<file path="config.mk">
export PLATFORM = sky130hd
export DESIGN_NAME = xml_entity_escaper
export DESIGN_NICKNAME = d
export VERILOG_FILES = /design/src/rtl/xe_pkg.sv /design/src/rtl/xe_front.sv /design/src/rtl/xe_fifo.sv /design/src/rtl/xe_back.sv /design/src/rtl/xml_entity_escaper.sv
export VERILOG_INCLUDE_DIRS = /design/src /design/src/rtl
export SDC_FILE = /design/constraint.sdc
export NUM_CORES = 1
export LEC_CHECK = 0
export ABC_AREA = 1
export BUFFER_PORTS_ARGS = -buffer_cell sky130_fd_sc_hd__buf_2
export CAP_MARGIN = 10
export CORE_UTILIZATION = 50
export CTS_BUF_LIST = sky130_fd_sc_hd__clkbuf_4 sky130_fd_sc_hd__clkbuf_8
export CTS_CLUSTER_SIZE = 12
export DETAILED_ROUTE_END_ITERATION = 8
export PLACE_DENSITY_LB_ADDON = 0.12
export SYNTH_ARGS = -nofsm -noshare
export SYNTH_HDL_FRONTEND = slang
export SYNTH_HIERARCHICAL = 1
export SYNTH_SLANG_ARGS = --single-unit
</file>
<file path="constraint.sdc">
create_clock -name i_clk -period 4 [get_ports i_clk]
set_clock_uncertainty 0.15 [all_clocks]
set_input_delay 0.4 -clock i_clk [delete_from_list [all_inputs] [get_ports i_clk]]
set_output_delay 0.4 -clock i_clk [all_outputs]
set_load 0.01 [all_outputs]
</file>
<file path="src/rtl/assert_macros.svh">
// Assertion macros shared by the escaper RTL.
// Each macro expands to one labeled concurrent assertion, reset-qualified.
`ifndef ASSERT_MACROS_SVH
`define ASSERT_MACROS_SVH

// Condition must hold on every clock edge outside reset
`define XE_ASSERT_ALWAYS(lbl, clk, rst_n, cond, msg) \
    lbl: assert property (@(posedge clk) disable iff (!(rst_n)) (cond)) else $error(msg);

// Antecedent implies consequent in the same cycle
`define XE_ASSERT_IMPLIES(lbl, clk, rst_n, ante, cons, msg) \
    lbl: assert property (@(posedge clk) disable iff (!(rst_n)) (ante) |-> (cons)) \
        else $error(msg);

// Antecedent implies consequent in the next cycle
`define XE_ASSERT_NEXT(lbl, clk, rst_n, ante, cons, msg) \
    lbl: assert property (@(posedge clk) disable iff (!(rst_n)) (ante) |=> (cons)) \
        else $error(msg);

`endif

</file>
<file path="src/rtl/xe_pkg.sv">
// Package for the XML entity escaper: command types, entity text table,
// and shared lookup functions. No dependencies.
`timescale 1ns / 1ps

package xe_pkg;

    // Queue depth between front and back
    localparam int XE_QUEUE_DEPTH = 4;

    // Entity indexes into the text table
    localparam logic [1:0] ENT_LT   = 2'd0;
    localparam logic [1:0] ENT_GT   = 2'd1;
    localparam logic [1:0] ENT_AMP  = 2'd2;
    localparam logic [1:0] ENT_QUOT = 2'd3;

    // Characters the front classifies on
    localparam logic [7:0] CH_AMP  = 8'h26;
    localparam logic [7:0] CH_QUOT = 8'h22;
    localparam logic [7:0] CH_LT   = 8'h3C;
    localparam logic [7:0] CH_GT   = 8'h3E;

    // Entity spellings, padded with zero
    localparam logic [7:0] ENT_TEXT [0:3][0:5] = '{
        '{8'h26, 8'h6C, 8'h74, 8'h3B, 8'h00, 8'h00},   // &lt;
        '{8'h26, 8'h67, 8'h74, 8'h3B, 8'h00, 8'h00},   // &gt;
        '{8'h26, 8'h61, 8'h6D, 8'h70, 8'h3B, 8'h00},   // &amp;
        '{8'h26, 8'h71, 8'h75, 8'h6F, 8'h74, 8'h3B}    // &quot;
    };
    localparam logic [2:0] ENT_LEN [0:3] = '{3'd4, 3'd4, 3'd5, 3'd6};

    // What precedes the held letters in a transaction
    typedef enum logic [1:0] {
        LEAD_NONE,
        LEAD_AMP_CHAR,
        LEAD_AMP_ENT
    } t_lead;

    // How the trailing byte is written
    typedef enum logic [2:0] {
        TAIL_NONE,
        TAIL_RAW,
        TAIL_QUOT,
        TAIL_LT,
        TAIL_GT,
        TAIL_AMP
    } t_tail;

    // One queued output run: lead, held letters, tail
    typedef struct packed {
        t_lead            lead;
        logic [2:0]       held_n;
        logic [3:0][7:0]  held;
        t_tail            tail;
        logic [7:0]       tail_byte;
        logic             last_text;
    } t_cmd;

    function automatic logic [7:0] ent_char(input logic [1:0] e, input logic [2:0] idx);
        logic [7:0] c;
        c = 8'h00;
        if (idx < 3'd6) begin
            c = ENT_TEXT[e][idx];
        end
        return c;
    endfunction

endpackage

</file>
<file path="src/rtl/xe_front.sv">
// Front end of the escaper: accepts bytes, tracks a pending ampersand run
// and issues one run command per input that produces output. Uses xe_pkg.
`timescale 1ns / 1ps
`include "assert_macros.svh"

module xe_front (
    input  logic          i_clk,
    input  logic          i_rst_n,
    input  logic          i_accept,
    input  logic [7:0]    i_in_byte,
    input  logic          i_end_of_text,
    output logic          o_push,
    output xe_pkg::t_cmd  o_cmd
);
    import xe_pkg::*;

    logic [2:0]       r_held_count, n_held_count;
    logic [3:0]       r_match, n_match;
    logic [3:0][7:0]  r_held, n_held;

    logic [3:0]       cand_match;
    logic             full_hit;
    logic             prefix_hit;
    t_tail            fresh_tail;
    logic             fresh_hold;
    t_tail            plain_tail;

    // Plain escape class of the incoming byte
    always_comb begin
        priority if (i_in_byte == CH_QUOT) begin
            plain_tail = TAIL_QUOT;
        end else if (i_in_byte == CH_LT) begin
            plain_tail = TAIL_LT;
        end else if (i_in_byte == CH_GT) begin
            plain_tail = TAIL_GT;
        end else begin
            plain_tail = TAIL_RAW;
        end
    end

    // Byte seen with nothing held; an ampersand starts a hold unless it ends the text
    always_comb begin
        fresh_hold = 1'b0;
        if (i_in_byte == CH_AMP) begin
            fresh_tail = i_end_of_text ? TAIL_AMP : TAIL_NONE;
            fresh_hold = !i_end_of_text;
        end else begin
            fresh_tail = plain_tail;
        end
    end

    // Extend the per-entity prefix match by the new byte
    always_comb begin
        full_hit   = 1'b0;
        prefix_hit = 1'b0;
        for (int e = 0; e < 4; e++) begin
            cand_match[e] = r_match[e] && (r_held_count < ENT_LEN[e]) &&
                            (i_in_byte == ent_char(2'(e), r_held_count));
            if (cand_match[e] && (r_held_count == ENT_LEN[e] - 3'd1)) begin
                full_hit = 1'b1;
            end
            if (cand_match[e] && (r_held_count < ENT_LEN[e] - 3'd1)) begin
                prefix_hit = 1'b1;
            end
        end
    end

    // Decide the run and the next hold state
    always_comb begin
        n_held_count    = r_held_count;
        n_match         = r_match;
        n_held          = r_held;
        o_push          = 1'b0;
        o_cmd.lead      = LEAD_NONE;
        o_cmd.held_n    = r_held_count - 3'd1;
        o_cmd.held      = r_held;
        o_cmd.tail      = TAIL_RAW;
        o_cmd.tail_byte = i_in_byte;
        o_cmd.last_text = i_end_of_text;
        if (i_accept) begin
            if (r_held_count == 3'd0) begin
                o_cmd.held_n = 3'd0;
                o_cmd.tail   = fresh_tail;
                o_push       = !fresh_hold;
                if (fresh_hold) begin
                    n_held_count = 3'd1;
                    n_match      = '1;
                end
            end else if (full_hit) begin
                // complete entity passes through unchanged
                o_cmd.lead   = LEAD_AMP_CHAR;
                o_push       = 1'b1;
                n_held_count = 3'd0;
            end else if (prefix_hit && !i_end_of_text) begin
                n_held[2'(r_held_count - 3'd1)] = i_in_byte;
                n_held_count = r_held_count + 3'd1;
                n_match      = cand_match;
            end else if (prefix_hit) begin
                // text ends inside a partial entity
                o_cmd.lead   = LEAD_AMP_ENT;
                o_push       = 1'b1;
                n_held_count = 3'd0;
            end else begin
                // mismatch: flush held run, then treat the byte as fresh
                o_cmd.lead   = LEAD_AMP_ENT;
                o_cmd.tail   = fresh_tail;
                o_push       = 1'b1;
                n_held_count = 3'd0;
                if (fresh_hold) begin
                    n_held_count = 3'd1;
                    n_match      = '1;
                end
            end
        end
    end

    always_ff @(posedge i_clk) begin
        if (!i_rst_n) begin
            r_held_count <= 3'd0;
            r_match      <= '0;
        end else begin
            r_held_count <= n_held_count;
            r_match      <= n_match;
        end
    end

    // Held letters carry no reset
    always_ff @(posedge i_clk) begin
        r_held <= n_held;
    end

    `XE_ASSERT_ALWAYS(a_held_range, i_clk, i_rst_n, r_held_count <= 3'd5,
        "held count beyond longest entity prefix")
    `XE_ASSERT_NEXT(a_end_clears, i_clk, i_rst_n, i_accept && i_end_of_text,
        r_held_count == 3'd0, "hold survived end of text")

endmodule

</file>
<file path="src/rtl/xe_fifo.sv">
// Command queue between escaper front and back.
// Small register array with head/tail pointers. Uses xe_pkg.
`timescale 1ns / 1ps
`include "assert_macros.svh"

module xe_fifo #(
    parameter int DEPTH = xe_pkg::XE_QUEUE_DEPTH
) (
    input  logic          i_clk,
    input  logic          i_rst_n,
    input  logic          i_push,
    input  xe_pkg::t_cmd  i_cmd,
    input  logic          i_pop,
    output xe_pkg::t_cmd  o_cmd,
    output logic          o_full,
    output logic          o_empty
);
    import xe_pkg::*;

    localparam int AW = (DEPTH > 1) ? $clog2(DEPTH) : 1;
    localparam int CW = $clog2(DEPTH + 1);

    t_cmd            r_mem [DEPTH];
    logic [AW-1:0]   r_wr_ptr, n_wr_ptr;
    logic [AW-1:0]   r_rd_ptr, n_rd_ptr;
    logic [CW-1:0]   r_count, n_count;

    assign o_full  = (r_count == CW'(DEPTH));
    assign o_empty = (r_count == '0);
    assign o_cmd   = r_mem[r_rd_ptr];

    // Pointer wrap and occupancy
    always_comb begin
        n_wr_ptr = r_wr_ptr;
        n_rd_ptr = r_rd_ptr;
        n_count  = r_count;
        if (i_push) begin
            n_wr_ptr = (r_wr_ptr == AW'(DEPTH - 1)) ? '0 : r_wr_ptr + 1'b1;
        end
        if (i_pop) begin
            n_rd_ptr = (r_rd_ptr == AW'(DEPTH - 1)) ? '0 : r_rd_ptr + 1'b1;
        end
        unique case ({i_push, i_pop})
            2'b10:   n_count = r_count + 1'b1;
            2'b01:   n_count = r_count - 1'b1;
            default: n_count = r_count;
        endcase
    end

    always_ff @(posedge i_clk) begin
        if (!i_rst_n) begin
            r_wr_ptr <= '0;
            r_rd_ptr <= '0;
            r_count  <= '0;
        end else begin
            r_wr_ptr <= n_wr_ptr;
            r_rd_ptr <= n_rd_ptr;
            r_count  <= n_count;
        end
    end

    always_ff @(posedge i_clk) begin
        if (i_push) begin
            r_mem[r_wr_ptr] <= i_cmd;
        end
    end

    `XE_ASSERT_IMPLIES(a_no_overflow, i_clk, i_rst_n, i_push, !o_full,
        "push into full command queue")
    `XE_ASSERT_IMPLIES(a_no_underflow, i_clk, i_rst_n, i_pop, !o_empty,
        "pop from empty command queue")

endmodule

</file>
<file path="src/rtl/xe_back.sv">
// Back end of the escaper: expands queued run commands into one output
// byte per cycle behind an output register, unless stalled. Uses xe_pkg.
`timescale 1ns / 1ps
`include "assert_macros.svh"

module xe_back (
    input  logic          i_clk,
    input  logic          i_rst_n,
    input  xe_pkg::t_cmd  i_cmd,
    input  logic          i_empty,
    output logic          o_pop,
    output logic          o_out_valid,
    input  logic          i_out_stall,
    output logic [7:0]    o_out_byte,
    output logic          o_run_last,
    output logic          o_text_done
);
    import xe_pkg::*;

    logic [3:0]  r_pos, n_pos;
    logic        r_out_valid, n_out_valid;
    logic [7:0]  r_out_byte, n_out_byte;
    logic        r_run_last, n_run_last;
    logic        r_text_done, n_text_done;

    logic [2:0]  lead_len;
    logic [2:0]  tail_len;
    logic [3:0]  total;
    logic [3:0]  held_end;
    logic [3:0]  held_off;
    logic [3:0]  tail_off;
    logic [7:0]  cur_byte;
    logic        cur_last;
    logic        emit;

    // Segment lengths of the head command
    always_comb begin
        unique case (i_cmd.lead)
            LEAD_NONE:     lead_len = 3'd0;
            LEAD_AMP_CHAR: lead_len = 3'd1;
            LEAD_AMP_ENT:  lead_len = 3'd5;
            default:       lead_len = 3'd0;
        endcase
        unique case (i_cmd.tail)
            TAIL_NONE:     tail_len = 3'd0;
            TAIL_RAW:      tail_len = 3'd1;
            TAIL_QUOT:     tail_len = 3'd6;
            TAIL_LT:       tail_len = 3'd4;
            TAIL_GT:       tail_len = 3'd4;
            TAIL_AMP:      tail_len = 3'd5;
            default:       tail_len = 3'd0;
        endcase
        held_end = 4'(lead_len) + 4'(i_cmd.held_n);
        total    = held_end + 4'(tail_len);
        held_off = r_pos - 4'(lead_len);
        tail_off = r_pos - held_end;
    end

    // Byte at the current position of the run
    always_comb begin
        if (r_pos < 4'(lead_len)) begin
            cur_byte = (i_cmd.lead == LEAD_AMP_ENT) ? ent_char(ENT_AMP, r_pos[2:0]) : CH_AMP;
        end else if (r_pos < held_end) begin
            cur_byte = i_cmd.held[held_off[1:0]];
        end else begin
            unique case (i_cmd.tail)
                TAIL_RAW:  cur_byte = i_cmd.tail_byte;
                TAIL_QUOT: cur_byte = ent_char(ENT_QUOT, tail_off[2:0]);
                TAIL_LT:   cur_byte = ent_char(ENT_LT, tail_off[2:0]);
                TAIL_GT:   cur_byte = ent_char(ENT_GT, tail_off[2:0]);
                TAIL_AMP:  cur_byte = ent_char(ENT_AMP, tail_off[2:0]);
                TAIL_NONE: cur_byte = 8'h00;
                default:   cur_byte = 8'h00;
            endcase
        end
        cur_last = (r_pos == total - 4'd1);
    end

    // Step through the run whenever the output register can take a byte
    always_comb begin
        emit        = !i_empty && (!r_out_valid || !i_out_stall);
        o_pop       = emit && cur_last;
        n_pos       = r_pos;
        n_out_valid = r_out_valid && i_out_stall;
        n_out_byte  = r_out_byte;
        n_run_last  = r_run_last;
        n_text_done = r_text_done;
        if (emit) begin
            n_pos       = cur_last ? 4'd0 : r_pos + 4'd1;
            n_out_valid = 1'b1;
            n_out_byte  = cur_byte;
            n_run_last  = cur_last;
            n_text_done = cur_last && i_cmd.last_text;
        end
    end

    always_ff @(posedge i_clk) begin
        if (!i_rst_n) begin
            r_pos       <= 4'd0;
            r_out_valid <= 1'b0;
        end else begin
            r_pos       <= n_pos;
            r_out_valid <= n_out_valid;
        end
    end

    always_ff @(posedge i_clk) begin
        r_out_byte  <= n_out_byte;
        r_run_last  <= n_run_last;
        r_text_done <= n_text_done;
    end

    assign o_out_valid = r_out_valid;
    assign o_out_byte  = r_out_byte;
    assign o_run_last  = r_run_last;
    assign o_text_done = r_text_done;

    `XE_ASSERT_IMPLIES(a_pos_in_run, i_clk, i_rst_n, !i_empty, r_pos < total,
        "run position past end of command")
    `XE_ASSERT_IMPLIES(a_idle_pos, i_clk, i_rst_n, i_empty, r_pos == 4'd0,
        "run position left mid-command with queue empty")

endmodule

</file>
<file path="src/rtl/xml_entity_escaper.sv">
// XML entity escaper: one raw byte per accepted transaction in, escaped bytes out.
// A run passes through the command queue and the output register, one run at a time.
// One input per cycle while the command queue is not full, and one output byte per
// cycle while the output is not stalled; up to QUEUE_DEPTH runs wait in the queue.
// Reset: synchronous active-low i_rst_n clears hold state, queue and output valid.
`timescale 1ns / 1ps

module xml_entity_escaper #(
    parameter int QUEUE_DEPTH = xe_pkg::XE_QUEUE_DEPTH
) (
    input  logic        i_clk,
    input  logic        i_rst_n,
    input  logic        i_in_valid,
    output logic        o_in_stall,
    input  logic [7:0]  i_in_byte,
    input  logic        i_end_of_text,
    output logic        o_out_valid,
    input  logic        i_out_stall,
    output logic [7:0]  o_out_byte,
    output logic        o_run_last,
    output logic        o_text_done
);
    import xe_pkg::*;

    t_cmd  push_cmd;
    t_cmd  head_cmd;
    logic  push;
    logic  pop;
    logic  full;
    logic  empty;
    logic  accept;

    // Front stalls only on a full queue
    assign o_in_stall = full;
    assign accept     = i_in_valid && !full;

    xe_front u_front (
        .i_clk         (i_clk),
        .i_rst_n       (i_rst_n),
        .i_accept      (accept),
        .i_in_byte     (i_in_byte),
        .i_end_of_text (i_end_of_text),
        .o_push        (push),
        .o_cmd         (push_cmd)
    );

    xe_fifo #(
        .DEPTH (QUEUE_DEPTH)
    ) u_fifo (
        .i_clk   (i_clk),
        .i_rst_n (i_rst_n),
        .i_push  (push),
        .i_cmd   (push_cmd),
        .i_pop   (pop),
        .o_cmd   (head_cmd),
        .o_full  (full),
        .o_empty (empty)
    );

    xe_back u_back (
        .i_clk       (i_clk),
        .i_rst_n     (i_rst_n),
        .i_cmd       (head_cmd),
        .i_empty     (empty),
        .o_pop       (pop),
        .o_out_valid (o_out_valid),
        .i_out_stall (i_out_stall),
        .o_out_byte  (o_out_byte),
        .o_run_last  (o_run_last),
        .o_text_done (o_text_done)
    );

endmodule

</file>
==> results.md, run 1 <==
* Overall routed net length at approximately 28,000 µm
* CP Capture Type: flip-flop
* Fin. Hold Viols at 0
* P_sw at approximately 0.0039 W
* Status: finished clean
* Hpwl dp at approximately 18,000 µm
* Crit path time final at between 3 and 4 ns
* Most frequent CP cell: inv_2
* Max-slew violations at 0
* Pwr Density at 706.8 nW/µm²
* Max Freq at ~0.25 GHz
* Number of synthesized register bits at 259
* Ys async rst share at 0%
* Max Cap Violations at 0
* H-Tree Depth at 2
* Die X at 159.0 µm
* Synthesized netlist cell count at roughly 1.2k
* Antenna viol nets, final at 0
* Ranking of synthesized cells by area: edfxtp_1 (58%), nand2_1 (5.8%), nor2_1 (5.8%)
* Register area share after synthesis at 61.43%
* Net count after synthesis at 1,248
* Row count at 57
* Critical-path top delay cell: fa_1
* Switching Share at 39.33%
* Count leader, synth: edfxtp_1
* Synth warnings at 6
* Die height at between 150 and 200 µm
* Worst-Margin Slew at 0.8442 ns
* Final setup viols at 0
* Design Power at between 0.009 and 0.01 W
* CTS tree: done
* TritonCTS Sinks at approximately 260
* Top_reg_cell synth: edfxtp_1
* Number of flops mapped to enable cells by yosys at 238
* Gr ovfl total at 0
* WP data required at approximately 4.3 ns
* Worst-skew pair later-pin latency at 0.55 ns
* Vias in the first global route at 8,343
* Hold crit path type: in2reg
* First-pass GRT wire length at 44,620 µm
* Crit-path max FO at 5
* Yosys cell types at 45
* Area of the placeable core at 24,250 µm²
* IO buf count at 24
* Die area at 25,270 µm²
* Combinational Power Share at a little over two fifths
* CTS Buffer Depth at 3
* CP startpoint kind: flip-flop
* Ant diodes at 0
* Share of cells above drive strength 1 at 16.77%
* Post-route clock period utilization at 99.34%
* Final net count at 1,313
* Avg Cell Area, Syn at 10.33 µm²
* Largest net degree at the start of global routing at 81
* Sequential share of power at 34.4%
* Mean routed wirelength per cell at 17.56 µm
* Synth area leader: edfxtp_1
* Core Util, Final at a little under three fifths
* Synthesized area at 12,320 µm²
* I/O pin count at 25
* P&R area growth vs syn at 12.67%
* Largest delay contributor family on the critical path: adder cells
* Initial antenna violation count at 0
* Clock network fraction of design power at approximately 22%
* Initial core utilization at roughly half
* Post-synth top cells: edfxtp_1 (238), nand2_1 (191), nor2_1 (190)
* Setup CP Type: reg2reg
* Worst IR drop on VDD at 339.7 µV
* Gr usage total at between 20% and 30%
* Slew margin rel. at 43.72%
* CTS clock-pin slew for the worst setup and hold paths at approximately 0.060 ns
* Root Driver: clkbuf_8
* Vias per std cell at 5.397
* Drt pass-1 iters at 5
* Synth top area share at 58.01%
* Internal power at 0.005952 W
* Crit path DAT at 4.31 ns
* Leak at 5.426 nW
* CP max stage delay at 0.43 ns
* 1st-iter DRT viols at 658
* Via count at 8,700
* Placer Congestion at 0.8777
* Residual DRC at 0
* WP buf/inv at 8
* CTS Buf Count at 43
* RSZ-0062 raised after global routing: true
==> state kept, by name (all words and copies together) (netlist names), 2 cells and up, named ones only <==
name,flops
u_back/o_out_byte,8
u_back/r_pos,4
u_fifo/r_count,3
u_fifo/r_mem,196
u_fifo/r_rd_ptr,2
u_fifo/r_wr_ptr,2
u_front/o_cmd,32
u_front/r_held_count,3
u_front/r_match,4
==> through the flow <==
step	std cells	area, µm²	hold slack (ns)	setup WS (ns)	setup TNS (ns)
after floorplan	1193	12380	0.2903	-0.2074	-0.3635
after global placement	1530	12950	0.3094	0.02603	0
after detailed placement	1530	12950	0.3218	-0.03196	-0.03196
after CTS	1613	13840	0.04253	-0.005790	-0.005790
after global routing	1612	13880	0.03592	-0.1742	-0.2546
final	1612	13880	0.05395	0.02658	0
==> cell usage in the layout (no fill, tap or decap), types with 22 or more instances in the layout <==
| cell type | netlist | routed |
|---|---|---|
| clkbuf_8 | 0 | 45 |
| o21ai_0 | 119 | 117 |
| ha_1 | 39 | 34 |
| a21oi_1 | 22 | 22 |
| nand2_1 | 191 | 190 |
| buf_2 | 19 | 24 |
| inv_2 | 13 | 24 |
| nor2_1 | 190 | 188 |
| buf_4 | 11 | 36 |
| inv_1 | 104 | 92 |
| edfxtp_1 | 238 | 238 |
| nand3_1 | 59 | 59 |
| o22ai_1 | 51 | 49 |
==> per-layer routing <==
layer | vias up | global-route usage [%] | wire (µm)
met5 | - | 0 | 0
li1 | 4234 | - | -
met2 | 260 | 37.24 | 13550
met1 | 4170 | 31.09 | 12460
met3 | 36 | 3.386 | 1746
met4 | 0 | 8.086 | 544
==> power by group through the flow <==
stage                     Clock [W]  Combinational, W  Sequential, W
after floorplan                   0           0.00286        0.00345
after global placement            0           0.00410        0.00342
after detailed placement          0           0.00415        0.00342
after CTS                   0.00225           0.00422        0.00337
after global routing        0.00238           0.00475        0.00339
final                       0.00220           0.00424        0.00337
==> final timing paths <==
kind                                    startpoint            endpoint  slack [ns]  depth (start not counted)
worst max-delay path                     flip-flop   u_fifo/r_count[2]        0.03                         25
worst min-delay path                  i_in_byte[7]   u_front/o_cmd[43]        0.05                          1
worst max register to register           flip-flop   u_fifo/r_count[2]        0.03                         25
worst min register to register  u_back/o_out_valid  u_back/o_out_valid        0.32                          2
==> repair_timing <==
action,4_1_cts,5_1_grt
cloned,0,0
endpoints found under the hold margin,5,0
pin swaps,13,9
hold buffers,2,0
gates resized for setup,3,16
setup endpoints to repair,1,6
setup buffers,6,1
==> final cells by class <==
class,count,area (µm²)
fillers,2140,10370
clock buffers,59,724.4
inverters,119,454.2
repair buffers,71,573.1
well taps,324,405.4
flip-flops and latches,259,7572
multi-input cells,764,4058
clock inverters,16,92.59
==> kinds of logic after synthesis <==
group	Yosys count	share of synthesized area, %
AND/OR/NAND/NOR	494	17.18
flip-flops	259	61.43
AO/OA/AOI/OAI	218	9.740
buffers and inverters	170	6.429
adder cells (fa/ha/maj)	42	4.449
XOR/XNOR	10	0.7719
Power figures use the tool's default switching activity.
==> run 2: changes to the inputs <==
--- a/config.mk
+++ b/config.mk
@@ -9,10 +9,11 @@
 export ABC_AREA = 1
 export BUFFER_PORTS_ARGS = -buffer_cell sky130_fd_sc_hd__buf_2
 export CAP_MARGIN = 10
-export CORE_UTILIZATION = 50
+export CORE_UTILIZATION = 55
 export CTS_BUF_LIST = sky130_fd_sc_hd__clkbuf_4 sky130_fd_sc_hd__clkbuf_8
 export CTS_CLUSTER_SIZE = 12
 export DETAILED_ROUTE_END_ITERATION = 8
+export GPL_ROUTABILITY_DRIVEN = 0
 export PLACE_DENSITY_LB_ADDON = 0.12
 export SYNTH_ARGS = -nofsm -noshare
 export SYNTH_HDL_FRONTEND = slang
==> run 2 against run 1 <==
Compared with the run above: the run now ends with negative setup slack left; clock-buffer cell count grew 4; total power grew 1.8%; die area shrank 9.0%; sequential share of layout area shrank 0.13 points; worst setup slack lost 0.038 ns; critical path depth grew 2; sequential power is essentially flat; non-clock buffer count grew 4; clock power grew 6%; register-to-register slack lost 0.04 ns.
==> results.md, run 2 (synthesis gave the netlist of run 1 again) <==
* Worst-skew pair later-pin latency at 0.55 ns (about the same)
* Design Power at 0.009989 W (+1.8%)
* Failing checks: negative setup slack
* CTS Buffer Depth at 3 (unchanged)
* Via count at 8,787 (+1.0%)
* WP data required at 4.29 ns (-0.04 ns)
* Drt pass-1 iters at 5 (unchanged)
* Max Cap Violations at 0 (unchanged)
* Commonest non-fill, non-tap cell in the layout: edfxtp_1
* Post-route clock period utilization at 100.3% (+0.95 points)
* Mean routed wirelength per cell at 17.63 µm (+0.43%)
* Final worst-path setup slack at -0.01129 ns (-0.03787 ns)
* Status: finished with violations
* CP Capture Type: flip-flop
* Initial core utilization at 56.28% (+5.5 points)
* Initial antenna violation count at 0 (unchanged)
* Max reg flops at 196 (unchanged)
* RSZ-0062 raised after global routing: true
* DP Worst Slack at -0.1108 ns (-0.07885 ns)
* I/O pin count at 25 (unchanged)
* H-Tree Depth at 2 (unchanged)
* Crit path time final at 4.011 ns (+0.03787 ns)
* Overall routed net length at 27,730 µm (-2.0%)
* Core Util, Final at 63.56% (+6.3 points)
* Setup CP Type: reg2reg
* Row count at 54 (-5.3%)
* Fin. Hold Viols at 0 (unchanged)
* TritonCTS Sinks at 259 (unchanged)
* Hold_sp: i_in_byte[7]
* IO buf count at 24 (unchanged)
* Worst-Margin Slew at 0.8233 ns (-0.02096 ns)
* CTS clock-pin slew for the worst setup and hold paths at 0.06 ns (about the same)
* Gr usage total at 25.17% (+2.4 points)
* Crit path DAT at 4.30 ns (about the same)
* Vias per std cell at 5.586 (+3.5%)
* P&R area growth vs syn at 12.94%
* Crit-path max FO at 8 (+3)
* Largest net degree at the start of global routing at 81 (unchanged)
* Root Driver: clkbuf_8
* Antenna viol nets, final at 0 (unchanged)
* Final design area excluding fillers at 13,910 µm² (+0.24%)
* Hpwl dp at 17,650 µm (-0.85%)
* Most frequent cells in the layout: edfxtp_1 (238), nor2_1 (189), nand2_1 (188)
* Final setup viols at 1 (+1)
* Slew margin rel. at 45.11% (+1.4 points)
* Max-slew violations at 0 (unchanged)
* Leak at 5.477 nW (+0.94%)
* Gr ovfl total at 0 (unchanged)
* Die area at 23,000 µm² (-9.0%)
* Worst IR drop on VDD at 507.2 µV (+49%)
* Final net count at 1,315 (+0.15%)
* Residual DRC at 0 (unchanged)
* Die X at 151.7 µm (-4.6%)
* Pwr Density at 718.0 nW/µm² (+1.6%)
* CTS Buf Count at 41 (-4.7%)
* CP startpoint kind: flip-flop
* Share of cells above drive strength 1 at 17.32% (+0.55 points)
* Biggest register: u_fifo/r_mem
* Die height at 151.7 µm (-4.6%)
* Max Freq at 0.2493 GHz (-0.94%)
* Vias in the first global route at 8,232 (-1.3%)
* 1st-iter DRT viols at 600 (-8.8%)
* Placed instance area at 12,900 µm² (-0.35%)
* CTS tree: done
* Ant diodes at 0 (unchanged)
* Hold crit path type: in2reg
* First-pass GRT wire length at 43,260 µm (-3.0%)
* Area of the placeable core at 21,890 µm² (-9.7%)
run 2: changes by cell type in the layout (fill, tap and decap cells not counted), moves of 3 or more:
cell | before | now
clkbuf_4 | 14 | 20
inv_2 | 24 | 20
buf_4 | 36 | 43
clkinvlp_4 | 3 | 0
run 2: stage by stage:
step / setup TNS (ns) / hold slack, ns / cells
2_1_floorplan: -0.3635 / 0.2903 / 1193
3_3_place_gp: -0.02935 / 0.3116 / 1489
3_5_place_dp: -0.1187 / 0.3132 / 1489
4_1_cts: -0.01844 / 0.02748 / 1571
5_1_grt: -0.3116 / 0.04543 / 1573
6_report: -0.01129 / 0.06513 / 1573
run 2: what timing repair did:
| item | CTS | global route |
|---|---|---|
| endpoints found under the setup margin | 2 | 2 |
| gates resized for setup | 4 | 15 |
| endpoints found under the hold margin | 5 | 0 |
| buffers inserted | 4 | 2 |
| pin swaps | 13 | 6 |
| hold buffers | 2 | 0 |
run 2: final timing paths:
kind	slack (ns)	cells past startpoint	to
worst min register to register	0.34	2	u_front/r_match[1]
worst max-delay path	-0.01	27	u_fifo/r_count[2]
worst max register to register	-0.01	27	u_fifo/r_count[2]
worst min-delay path	0.07	1	u_fifo/r_mem[0][8]
run 2: area by class of cell:
cell class,count,area [µm²]
Multi-Input combinational cell,764,4075
Timing Repair Buffer,75,583.1
Inverter,119,459.2
Clock inverter,13,131.4
Sequential cell,259,7572
Clock buffer,63,742.0
Fill cell,1788,7978
Tap cell,280,350.3
run 2: critical path: stages, from the launching register on:
cell and delay [ns]:
dfxtp_4 0.38, inv_6 0.08, nor2_2 0.03, o22ai_1 0.15
inv_1 0.09, ha_4 0.28, inv_4 0.03, ha_4 0.15
ha_4 0.28, inv_4 0.03, ha_4 0.24, inv_2 0.03
ha_4 0.14, inv_2 0.05, fa_1 0.42, xnor2_1 0.13
nor2_1 0.16, nand3_2 0.11, inv_2 0.09, ha_4 0.15
inv_4 0.04, fa_2 0.34, inv_1 0.07, nand2_2 0.06
nand3_2 0.06, nand2_1 0.05, inv_1 0.04, nor2_1 0.04
run 2: power breakdown:
group	internal, W	total, W	switching [W]
Sequential	0.00329	0.00338	0.0000895
Combinational	0.00152	0.00428	0.00276
Clock	0.00133	0.00233	0.00100
run 2: per-layer routing:
metal / routed length [µm] / global-route usage (%) / up-vias
met5: 0 / 0 / -
met4: 614 / 8.465 / 0
met3: 1956 / 4.940 / 54
met2: 13020 / 40.48 / 321
met1: 12140 / 34.27 / 4171
li1: - / - / 4241
